## src/hw/rtl/pts_pkg.sv

```systemverilog
// Shared constants and codes of the priority task scheduler.
package pts_pkg;

    // Default size of the task table
    localparam int SLOT_COUNT_DEF = 16;

    // Stream widths: operation in tuser, priority in tdata, result in tdata
    localparam int USER_W = 2;
    localparam int PRIO_W = 8;
    localparam int IN_W   = 8;
    localparam int OUT_W  = 16;
    localparam int SLOT_W = 4;

    // Operation codes
    localparam logic [USER_W-1:0] OP_CREATE = 2'd0;
    localparam logic [USER_W-1:0] OP_SCHED  = 2'd1;
    localparam logic [USER_W-1:0] OP_YIELD  = 2'd2;

    // Slot status codes
    localparam logic [1:0] ST_FREE    = 2'd0;
    localparam logic [1:0] ST_READY   = 2'd1;
    localparam logic [1:0] ST_RUNNING = 2'd2;

    // Result status codes
    localparam logic RES_OK   = 1'b0;
    localparam logic RES_FULL = 1'b1;

endpackage

```

## src/hw/rtl/priority_task_scheduler.sv

```systemverilog
// Task table with a highest-priority-ready scheduler driven by a one-slot-a-cycle scan.
// Every create, schedule or yield request scans all SLOT_COUNT slots, one slot per cycle
// through a single status read port and the priority memory; an unused operation code
// skips the scan and answers with the current slot. A new request is taken only once
// the result is loaded into the output register. Synchronous active-low reset frees
// every slot, clears the current slot, the idle slot record and the output valid flag.
module priority_task_scheduler #(
    parameter int SLOT_COUNT = pts_pkg::SLOT_COUNT_DEF
) (
    input  logic                       i_clk,
    input  logic                       i_rst_n,
    // request channel
    input  logic                       s_axis_tvalid,
    output logic                       s_axis_tready,
    input  logic [pts_pkg::IN_W-1:0]   s_axis_tdata,  // [7:0] priority_req
    input  logic [pts_pkg::USER_W-1:0] s_axis_tuser,  // [1:0] operation
    // result channel
    output logic                       m_axis_tvalid,
    input  logic                       m_axis_tready,
    output logic [pts_pkg::OUT_W-1:0]  m_axis_tdata   // [0] status, [4:1] slot_index,
                                                      // [8:5] previous_index, [9] switched
);

    localparam int IDX_W = $clog2(SLOT_COUNT);
    localparam logic [IDX_W-1:0] LAST_IDX = IDX_W'(SLOT_COUNT - 1);

    // Sequencer states
    localparam logic [2:0] S_IDLE   = 3'd0;
    localparam logic [2:0] S_PRE    = 3'd1;
    localparam logic [2:0] S_SCAN   = 3'd2;
    localparam logic [2:0] S_DRAIN  = 3'd3;
    localparam logic [2:0] S_DECIDE = 3'd4;
    localparam logic [2:0] S_SW1    = 3'd5;
    localparam logic [2:0] S_SW2    = 3'd6;
    localparam logic [2:0] S_DONE   = 3'd7;

    // Map a slot index onto the 4-bit result field
    function automatic logic [pts_pkg::SLOT_W-1:0] to_slot(input logic [IDX_W-1:0] idx);
        logic [8:0] wide;
        wide = 9'(idx);
        return wide[pts_pkg::SLOT_W-1:0];
    endfunction

    // Slot status (reset to free) and slot priority memory
    logic [1:0]                r_status [SLOT_COUNT];
    logic [pts_pkg::PRIO_W-1:0] r_level [SLOT_COUNT];

    logic [2:0]                 r_state, n_state;
    logic [pts_pkg::USER_W-1:0] r_op, n_op;
    logic [pts_pkg::PRIO_W-1:0] r_prio, n_prio;
    logic [IDX_W-1:0]           r_current, n_current;
    logic [IDX_W-1:0]           r_prev, n_prev;
    logic [IDX_W-1:0]           r_next, n_next;
    logic                       r_idle_present, n_idle_present;
    logic [IDX_W-1:0]           r_idle_slot, n_idle_slot;
    logic [IDX_W-1:0]           r_scan, n_scan;

    // Scan results
    logic                       r_found_free, n_found_free;
    logic [IDX_W-1:0]           r_free, n_free;
    logic                       r_found_rdy, n_found_rdy;
    logic [IDX_W-1:0]           r_best_idx, n_best_idx;
    logic [pts_pkg::PRIO_W-1:0] r_best, n_best;

    // Registered read of the slot under scan
    logic                       r_q_vld;
    logic [1:0]                 r_q_st;
    logic [IDX_W-1:0]           r_q_idx;
    logic [pts_pkg::PRIO_W-1:0] r_q_lvl;

    // Result waiting for the output register
    logic                       r_res_status, n_res_status;
    logic [IDX_W-1:0]           r_res_slot, n_res_slot;
    logic                       r_res_sw, n_res_sw;

    logic                       r_out_valid, n_out_valid;
    logic [pts_pkg::OUT_W-1:0]  r_out_data, n_out_data;

    // Status port and memory write port
    logic [IDX_W-1:0]           rd_addr;
    logic [1:0]                 rd_st;
    logic                       st_we;
    logic [IDX_W-1:0]           st_waddr;
    logic [1:0]                 st_wdata;
    logic                       lvl_we;
    logic [pts_pkg::PRIO_W-1:0] lvl_wdata;

    // Next slot choice of the schedule step
    logic                       pick_have;
    logic [IDX_W-1:0]           pick;

    assign rd_st         = r_status[rd_addr];
    assign s_axis_tready = (r_state == S_IDLE);
    assign m_axis_tvalid = r_out_valid;
    assign m_axis_tdata  = r_out_data;

    // Sequencer and shared compare unit
    always_comb begin
        n_state        = r_state;
        n_op           = r_op;
        n_prio         = r_prio;
        n_current      = r_current;
        n_prev         = r_prev;
        n_next         = r_next;
        n_idle_present = r_idle_present;
        n_idle_slot    = r_idle_slot;
        n_scan         = r_scan;
        n_found_free   = r_found_free;
        n_free         = r_free;
        n_found_rdy    = r_found_rdy;
        n_best_idx     = r_best_idx;
        n_best         = r_best;
        n_res_status   = r_res_status;
        n_res_slot     = r_res_slot;
        n_res_sw       = r_res_sw;
        n_out_valid    = r_out_valid;
        n_out_data     = r_out_data;
        rd_addr        = r_scan;
        st_we          = 1'b0;
        st_waddr       = r_current;
        st_wdata       = pts_pkg::ST_FREE;
        lvl_we         = 1'b0;
        lvl_wdata      = r_prio;
        pick_have      = 1'b0;
        pick           = r_current;

        // drop the result once taken
        if (r_out_valid && m_axis_tready) begin
            n_out_valid = 1'b0;
        end

        case (r_state)
            S_IDLE: begin
                if (s_axis_tvalid) begin
                    n_op   = s_axis_tuser;
                    n_prio = s_axis_tdata[pts_pkg::PRIO_W-1:0];
                    n_prev = r_current;
                    if (s_axis_tuser inside {pts_pkg::OP_CREATE, pts_pkg::OP_SCHED,
                                             pts_pkg::OP_YIELD}) begin
                        n_state = S_PRE;
                    end else begin
                        // unused code: answer with the current slot
                        n_res_status = pts_pkg::RES_OK;
                        n_res_slot   = r_current;
                        n_res_sw     = 1'b0;
                        n_state      = S_DONE;
                    end
                end
            end
            S_PRE: begin
                // yield hands the current slot back unless it is free
                rd_addr = r_current;
                if (r_op == pts_pkg::OP_YIELD && rd_st != pts_pkg::ST_FREE) begin
                    st_we    = 1'b1;
                    st_waddr = r_current;
                    st_wdata = pts_pkg::ST_READY;
                end
                n_scan       = '0;
                n_found_free = 1'b0;
                n_found_rdy  = 1'b0;
                n_state      = S_SCAN;
            end
            S_SCAN: begin
                rd_addr = r_scan;
                n_scan  = r_scan + 1'b1;
                if (r_scan == LAST_IDX) begin
                    n_state = S_DRAIN;
                end
            end
            S_DRAIN: begin
                n_state = S_DECIDE;
            end
            S_DECIDE: begin
                n_res_sw = 1'b0;
                if (r_op == pts_pkg::OP_CREATE) begin
                    if (r_found_free) begin
                        st_we        = 1'b1;
                        st_waddr     = r_free;
                        st_wdata     = pts_pkg::ST_READY;
                        lvl_we       = 1'b1;
                        lvl_wdata    = r_prio;
                        n_res_status = pts_pkg::RES_OK;
                        n_res_slot   = r_free;
                    end else begin
                        n_res_status = pts_pkg::RES_FULL;
                        n_res_slot   = '0;
                    end
                    n_state = S_DONE;
                end else begin
                    if (r_found_rdy) begin
                        pick_have = 1'b1;
                        pick      = r_best_idx;
                    end else if (r_idle_present) begin
                        pick_have = 1'b1;
                        pick      = r_idle_slot;
                    end else if (r_found_free) begin
                        // claim the idle slot at the lowest priority
                        st_we          = 1'b1;
                        st_waddr       = r_free;
                        st_wdata       = pts_pkg::ST_READY;
                        lvl_we         = 1'b1;
                        lvl_wdata      = '0;
                        n_idle_present = 1'b1;
                        n_idle_slot    = r_free;
                        pick_have      = 1'b1;
                        pick           = r_free;
                    end
                    if (!pick_have) begin
                        n_res_status = pts_pkg::RES_FULL;
                        n_res_slot   = r_current;
                        n_state      = S_DONE;
                    end else if (pick == r_current) begin
                        n_res_status = pts_pkg::RES_OK;
                        n_res_slot   = r_current;
                        n_state      = S_DONE;
                    end else begin
                        n_next  = pick;
                        n_state = S_SW1;
                    end
                end
            end
            S_SW1: begin
                // old slot back to ready unless free
                rd_addr = r_current;
                if (rd_st != pts_pkg::ST_FREE) begin
                    st_we    = 1'b1;
                    st_waddr = r_current;
                    st_wdata = pts_pkg::ST_READY;
                end
                n_state = S_SW2;
            end
            S_SW2: begin
                st_we        = 1'b1;
                st_waddr     = r_next;
                st_wdata     = pts_pkg::ST_RUNNING;
                n_current    = r_next;
                n_res_status = pts_pkg::RES_OK;
                n_res_slot   = r_next;
                n_res_sw     = 1'b1;
                n_state      = S_DONE;
            end
            S_DONE: begin
                // hold until the output register is free
                if (!r_out_valid || m_axis_tready) begin
                    n_out_valid = 1'b1;
                    n_out_data  = {6'b0, r_res_sw, to_slot(r_prev), to_slot(r_res_slot),
                                   r_res_status};
                    n_state     = S_IDLE;
                end
            end
            default: begin
                n_state = S_IDLE;
            end
        endcase

        // compare the slot read last cycle
        if (r_q_vld) begin
            if (r_q_st == pts_pkg::ST_FREE && !r_found_free) begin
                n_found_free = 1'b1;
                n_free       = r_q_idx;
            end
            if (r_q_st == pts_pkg::ST_READY && (!r_found_rdy || r_q_lvl > r_best)) begin
                n_found_rdy = 1'b1;
                n_best_idx  = r_q_idx;
                n_best      = r_q_lvl;
            end
        end
    end

    // Control registers
    always_ff @(posedge i_clk) begin
        if (!i_rst_n) begin
            r_state        <= S_IDLE;
            r_current      <= '0;
            r_idle_present <= 1'b0;
            r_idle_slot    <= '0;
            r_out_valid    <= 1'b0;
            r_q_vld        <= 1'b0;
        end else begin
            r_state        <= n_state;
            r_current      <= n_current;
            r_idle_present <= n_idle_present;
            r_idle_slot    <= n_idle_slot;
            r_out_valid    <= n_out_valid;
            r_q_vld        <= (r_state == S_SCAN);
        end
    end

    // Payload registers
    always_ff @(posedge i_clk) begin
        r_op         <= n_op;
        r_prio       <= n_prio;
        r_prev       <= n_prev;
        r_next       <= n_next;
        r_scan       <= n_scan;
        r_found_free <= n_found_free;
        r_free       <= n_free;
        r_found_rdy  <= n_found_rdy;
        r_best_idx   <= n_best_idx;
        r_best       <= n_best;
        r_res_status <= n_res_status;
        r_res_slot   <= n_res_slot;
        r_res_sw     <= n_res_sw;
        r_out_data   <= n_out_data;
        r_q_st       <= rd_st;
        r_q_idx      <= r_scan;
    end

    // Slot status: all free after reset
    always_ff @(posedge i_clk) begin
        if (!i_rst_n) begin
            for (int i = 0; i < SLOT_COUNT; i++) begin
                r_status[i] <= pts_pkg::ST_FREE;
            end
        end else if (st_we) begin
            r_status[st_waddr] <= st_wdata;
        end
    end

    // Priority memory: one write port, registered read at the scan address
    always_ff @(posedge i_clk) begin
        if (lvl_we) begin
            r_level[st_waddr] <= lvl_wdata;
        end
        r_q_lvl <= r_level[r_scan];
    end

endmodule

```

## config.mk

```make
export PLATFORM = sky130hd
export DESIGN_NAME = priority_task_scheduler
export DESIGN_NICKNAME = d
export VERILOG_FILES = /design/src/hw/rtl/pts_pkg.sv /design/src/hw/rtl/priority_task_scheduler.sv
export SDC_FILE = /design/constraint.sdc
export NUM_CORES = 1
export LEC_CHECK = 0
export ABC_AREA = 1
export BUFFER_PORTS_ARGS = -buffer_cell sky130_fd_sc_hd__buf_2
export CORE_MARGIN = 2
export CORE_UTILIZATION = 42
export DETAILED_ROUTE_END_ITERATION = 10
export GPL_TIMING_DRIVEN = 0
export PLACE_DENSITY_LB_ADDON = 0.15
export SLEW_MARGIN = 10
export SYNTH_ARGS = -nofsm -noshare
export SYNTH_HDL_FRONTEND = slang
export SYNTH_SLANG_ARGS = --single-unit
```

## constraint.sdc

```tcl
create_clock -name i_clk -period 6.3 [get_ports i_clk]
set_clock_uncertainty 0.05 [all_clocks]
set_input_delay 1.26 -clock i_clk [delete_from_list [all_inputs] [get_ports i_clk]]
set_output_delay 1.26 -clock i_clk [all_outputs]
set_load 0.01 [all_outputs]
```

==> results.ini, run 1 <==
[outcome]
status=complete, no violations

[timing]
max_freq_mhz=296
slew_viol_final=0
fin_tns_setup_ps=0
setup_ws_ps=2930
fin_crit_ps=3370
setup_viol_count_final=0
min_period_over_period_pct=53.5
whs_ps=370
rsz0062_at_grt=false
slew-limit-headroom_pct=20.4
hold_viol_final=0
worst_pin_slew_ps=1190

[layout]
post-route-util_pct=48.5
final_area_mm2=0.0121
drive_above_1_share_pct=15.4
syn2layout_area_growth_pct=14.4
antenna_cells=0
fin_nets=1021
fin_cells=1348

[synthesis]
async_flop_share_pct=0
ys_seq_elements=244
ys_types=43
avgSynthCellArea_um2=11.2
yosys.area_share.xor_xnor_pct=0.0830
yosys-top-cells-area=edfxtp_1 61%, dfxtp_1 5.7%, nor2_1 4.9%
syn_area_mm2=0.0106
synth_ff_type=edfxtp_1
seq_area_frac_synth_pct=66.6
synth-simple-area-share_pct=17.5
synth_enable_flop_cells=214
synth_top_area_cell=edfxtp_1
synth-compound-area-share_pct=9.13
synth_top_area_share_pct=60.9
syn_inst=941
ys_top_cells_by_count=214 x edfxtp_1, 138 x nor2_1, 124 x nand2_1
synth_most_common_cell=edfxtp_1
yosysWarnings=0
synthAdderAreaFrac_pct=1.07
synth_top_family_by_area=simple AND/OR/NAND/NOR gates
synthMuxAreaShare_pct=0

[clocking]
clk_path_buf_depth=3
cts_sinks=244
cts_max_level=1
insertion_delay_ps=530
cts_buffers=26
cts_hold_buf=0
cts_tree=yes
post_cts_buffers=0
clkTransAtPathRegs_ps=60
cts_resized=0
cts-root-buf=clkbuf_16

[die]
start_util_pct=42.4
core-area_mm2=0.0249
die_y_um=163
io_pins=32
placementRows=58
die_area_mm2=0.0264
die-width_um=163

[place]
port-buffer-count=24
dp.cells=1300
place_hpwl_mm=17.0
place_ws_ps=2930
placed_area_mm2=0.0111
gp_congestion=0.869

[global_route]
grt_use_total_pct=18.8
antenna_found_initial=0
grt_pass1_wl_mm=38.1
grt_max_degree=17
gr-total-overflow=0
grt_pass1_vias=6620

[setup_path]
crit_chain=inv_1 > o21ai_0 > o221a_2 > nor2_1 > inv_1 > nand2_1 > nor3_1
endpoint_kind=flip-flop
worstPathRequired_ps=6400
critPathMaxFanout=8
slowest_delay_ps=1020
crit_type=flip-flop to flip-flop
crit_slowest_cell=nor3_1
worstSetupStartpointType=flip-flop
critPathArrivalTime_ps=3470
cp_common_cell=inv_1

[power_and_ir_drop]
p_total_mw=5.48
p_leak_nw=4.37
cellPowerDensity_mw_per_mm2=454
ir_drop_mv=0.249

[drt]
wl_per_cell_um=18.5
antenna_left=0
routed_via_density=5.19
vias=6998
dr.first_iter.drc_count=726
drc=0
first_pass_iters=5
routed_wl_mm=24.9

[run]
cap_violations=0

[worst_hold_path]
min_path_type=flip-flop to flip-flop

layer usage:
metal / global-route usage [%] / share of wire, % / wire, um / vias up
met5: 0 / 0 / 0 / -
met4: 4.75 / 1.8 / 441 / 0
met3: 2.47 / 5.2 / 1290 / 39
met2: 30.8 / 46 / 11500 / 192
met1: 26.5 / 47 / 11700 / 3371
li1: - / - / - / 3396
registers in the layout (all words and copies together), names as in the netlist, 2 cells and up:
signal	flops
r_state	3
r_res_slot	4
r_best	8
m_axis_tdata	10
r_level	128
r_status	32
r_idle_slot	4
r_q_lvl	8
r_q_st	2
r_next	4
r_free	4
r_prio	8
r_q_idx	4
r_current	4
r_best_idx	4
r_op	2
r_scan	4
r_prev	4
path summary, 6_finish.rpt:
path	start	end	slack (ps)	depth (start not counted)
min	r_prev[3]	m_axis_tdata[8]	370	0
max	r_current[1]	r_level[14][2]	2930	7
min reg2reg	r_prev[3]	m_axis_tdata[8]	370	0
max reg2reg	r_current[1]	r_level[14][2]	2930	7
placed cells by master, fill, tap and decap left out, types with 6 or more instances in the layout:
| cell | netlist | final |
|---|---|---|
| nor2_1 | 138 | 132 |
| nand3_1 | 63 | 63 |
| clkbuf_16 | 0 | 27 |
| nor3_2 | 1 | 14 |
| o22ai_1 | 17 | 17 |
| ha_1 | 9 | 9 |
| nand2_2 | 7 | 7 |
| o221ai_1 | 15 | 15 |
| a21oi_1 | 22 | 22 |
| inv_1 | 84 | 84 |
| conb_1 | 1 | 6 |
| o211ai_1 | 7 | 7 |
| edfxtp_1 | 214 | 214 |
| nand3_4 | 10 | 10 |
| o21ai_0 | 85 | 85 |
| buf_2 | 4 | 28 |
| nand2_1 | 124 | 124 |
| buf_4 | 8 | 8 |
| dfxtp_1 | 30 | 30 |
| nor2_2 | 17 | 23 |
| clkbuf_1 | 27 | 31 |
layout make-up:
type | instances | area [um2]
clock buffer | 34 | 732
timing repair buffer | 24 | 120
fill | 2216 | 12800
clock inverter | 14 | 156
buffer | 45 | 259
multi-input combinational | 568 | 3030
tap | 330 | 413
sequential | 244 | 7030
inverter | 89 | 334
worst max-delay path: cells and delay by family, from the launching register on:
family                 cells  cell delay (ps)
AND/OR/NAND/NOR            3             1390
AO/OA/AOI/OAI              2              640
flip-flops                 1              590
buffers and inverters      2              310
power breakdown:
group / leakage (nW) / switching (mW) / internal, mW
Sequential: 2.23 / 0.0952 / 2.03
Combinational: 1.70 / 1.28 / 0.508
Clock: 0.437 / 0.623 / 0.943
cells by family after synthesis:
family,Yosys count
fa+ha+maj,9
buf+inv,134
compound gates,161
xor+xnor,1
simple gates,391
flops,244
other cells,1
Note: power is estimated with default switching activity, not from simulation.
==> run 2: changes to the inputs <==
clock period = 3 ns   (was 6.3 ns; I/O delays follow)
==> run 2 against run 1 <==
Sequential power rose by 110%. Critical path depth rose by 3. Largest power group unchanged. Hold slack got worse by 170 ps. Setup slack got worse by 2800 ps.
==> results.ini, run 2 (same netlist as run 1, synthesis figures left out) <==
[power_and_ir_drop]
seq_power_share_pct=38.6
switching_share_pct=36.8
ir_drop_mv=0.530
p_total_mw=11.6
p_clk_share_pct=28.4
power_frac_comb_pct=33.1
p_leak_nw=4.61
cellPowerDensity_mw_per_mm2=935
p_switching_mw=4.25
p_int_mw=7.31

[setup_path]
critical_path_buf_inv_count=6
critPathMaxFanout=10
worstPathRequired_ps=3190
critPathTopFamily=buffers and inverters
crit_type=flip-flop to flip-flop
crit_chain=buf_4 > nor2_2 > inv_2 > nor2_4 > inv_2 > nor3_2 > inv_2 > clkbuf_1 > nor3_4 > buf_4
cp.depth=10
slowest_delay_ps=510
worstSetupStartpointType=flip-flop
crit_slowest_cell=clkbuf_1
critPathArrivalTime_ps=3090
rr_worst_depth=10
cp_common_cell=inv_2
endpoint_kind=flip-flop

[timing]
min_period_over_period_pct=96.5
fin_tns_setup_ps=0
slew-limit-headroom_pct=20.7
slew_viol_final=0
fin_crit_ps=2900
setup_ws_ps=104
rsz0062_at_grt=true
hold_viol_final=0
worst_pin_slew_ps=1190
setup_viol_count_final=0
max_freq_mhz=345
whs_ps=200

[global_route]
grt_pass1_vias=6627
grt_use_total_pct=18.8
grt_max_degree=17
gr-total-overflow=0
grt_pass1_wl_mm=38.2
antenna_found_initial=0

[clocking]
cts-root-buf=clkbuf_16
clkTransAtPathRegs_ps=60
cts_tree=yes
insertion_delay_ps=530
clk_path_buf_depth=3
cts_max_level=1
cts_sinks=244
cts_buffers=26

[drt]
vias=7117
dr.first_iter.drc_count=737
drc=0
wl_per_cell_um=18.5
routed_wl_mm=25.1
first_pass_iters=6
routed_via_density=5.23
antenna_left=0

[die]
placementRows=58
die_area_mm2=0.0264
die_y_um=163
core-area_mm2=0.0249
start_util_pct=42.4
die-width_um=163
io_pins=32

[layout]
fin_nets=1035
final_common_cell=edfxtp_1
fill_cells=2187
syn2layout_area_growth_pct=17.1
largest_reg_flops=128
final_cell_mix=214 x edfxtp_1, 131 x nor2_1, 124 x nand2_1
drive_above_1_share_pct=17.0
largest-register=r_level
antenna_cells=0

[run]
cap_violations=0

[place]
place_ws_ps=-366
place_hpwl_mm=17.0
gp_congestion=0.869
port-buffer-count=24

[outcome]
status=complete, no violations

[worst_hold_path]
min_path_type=input port to flip-flop
hold_depth=1

[run 2: changes by cell type in the layout (fill, tap and decap cells not counted)]
cell and delta:
buf_4 +9, nor2_2 +1, nor2_1 -1, buf_12 +5, nor3_4 +16, nor3_1 -3, nor3_2 -13
[run 2: what timing repair did]
| item | in CTS | in global routing |
|---|---|---|
| setup buffers | 0 | 14 |
| hold buffers | 0 | 0 |
| endpoints found under the setup margin | 81 | 125 |
| gates resized for setup | 9 | 16 |
| pin swaps | 0 | 14 |
| endpoints found under the hold margin | 0 | 0 |
[run 2: worst paths after layout]
| check | start | endpoint | slack (ps) |
|---|---|---|---|
| worst max-delay path | r_state[0] | r_level[12][2] | 100 |
| worst min-delay path | s_axis_tdata[6] | r_prio[6] | 200 |
| worst max register to register | r_state[0] | r_level[12][2] | 100 |
| worst min register to register | r_prev[3] | m_axis_tdata[8] | 370 |
[run 2: power by group through the flow]
stage	Clock, mW	Combinational (mW)	Sequential, mW
after detailed placement	0	3.72	4.53
after global placement	0	3.70	4.52
after floorplan	0	2.57	4.45
after CTS	3.35	3.75	4.46
after global routing	3.49	4.22	4.50
final	3.28	3.82	4.46
[run 2: layout make-up]
class,instances,area [um2],area share [%]
multi-input cells,568,3150,25.5
clock inverters,14,156,1.27
flip-flops and latches,244,7030,56.8
plain buffers,45,259,2.10
repair buffers,38,288,2.33
well taps,330,413,3.34
clock buffers,34,732,5.92
inverters,89,334,2.70
[run 2: through the flow]
step                util [%]  cell area (um2)  std cells
floorplan                  -            10600        946
global placement        44.6            11100       1300
detailed placement      44.8            11100       1300
CTS                     48.5            12100       1348
global route            49.7            12400       1362
finish                  49.7            12400       1362
[run 2: metal layers]
metal | up-vias | GRT usage, % | wire [um]
met5 | - | 0 | 0
met3 | 46 | 2.44 | 1090
li1 | 3426 | - | -
met1 | 3483 | 26.7 | 11800
met2 | 162 | 30.7 | 11700
met4 | 0 | 4.91 | 544
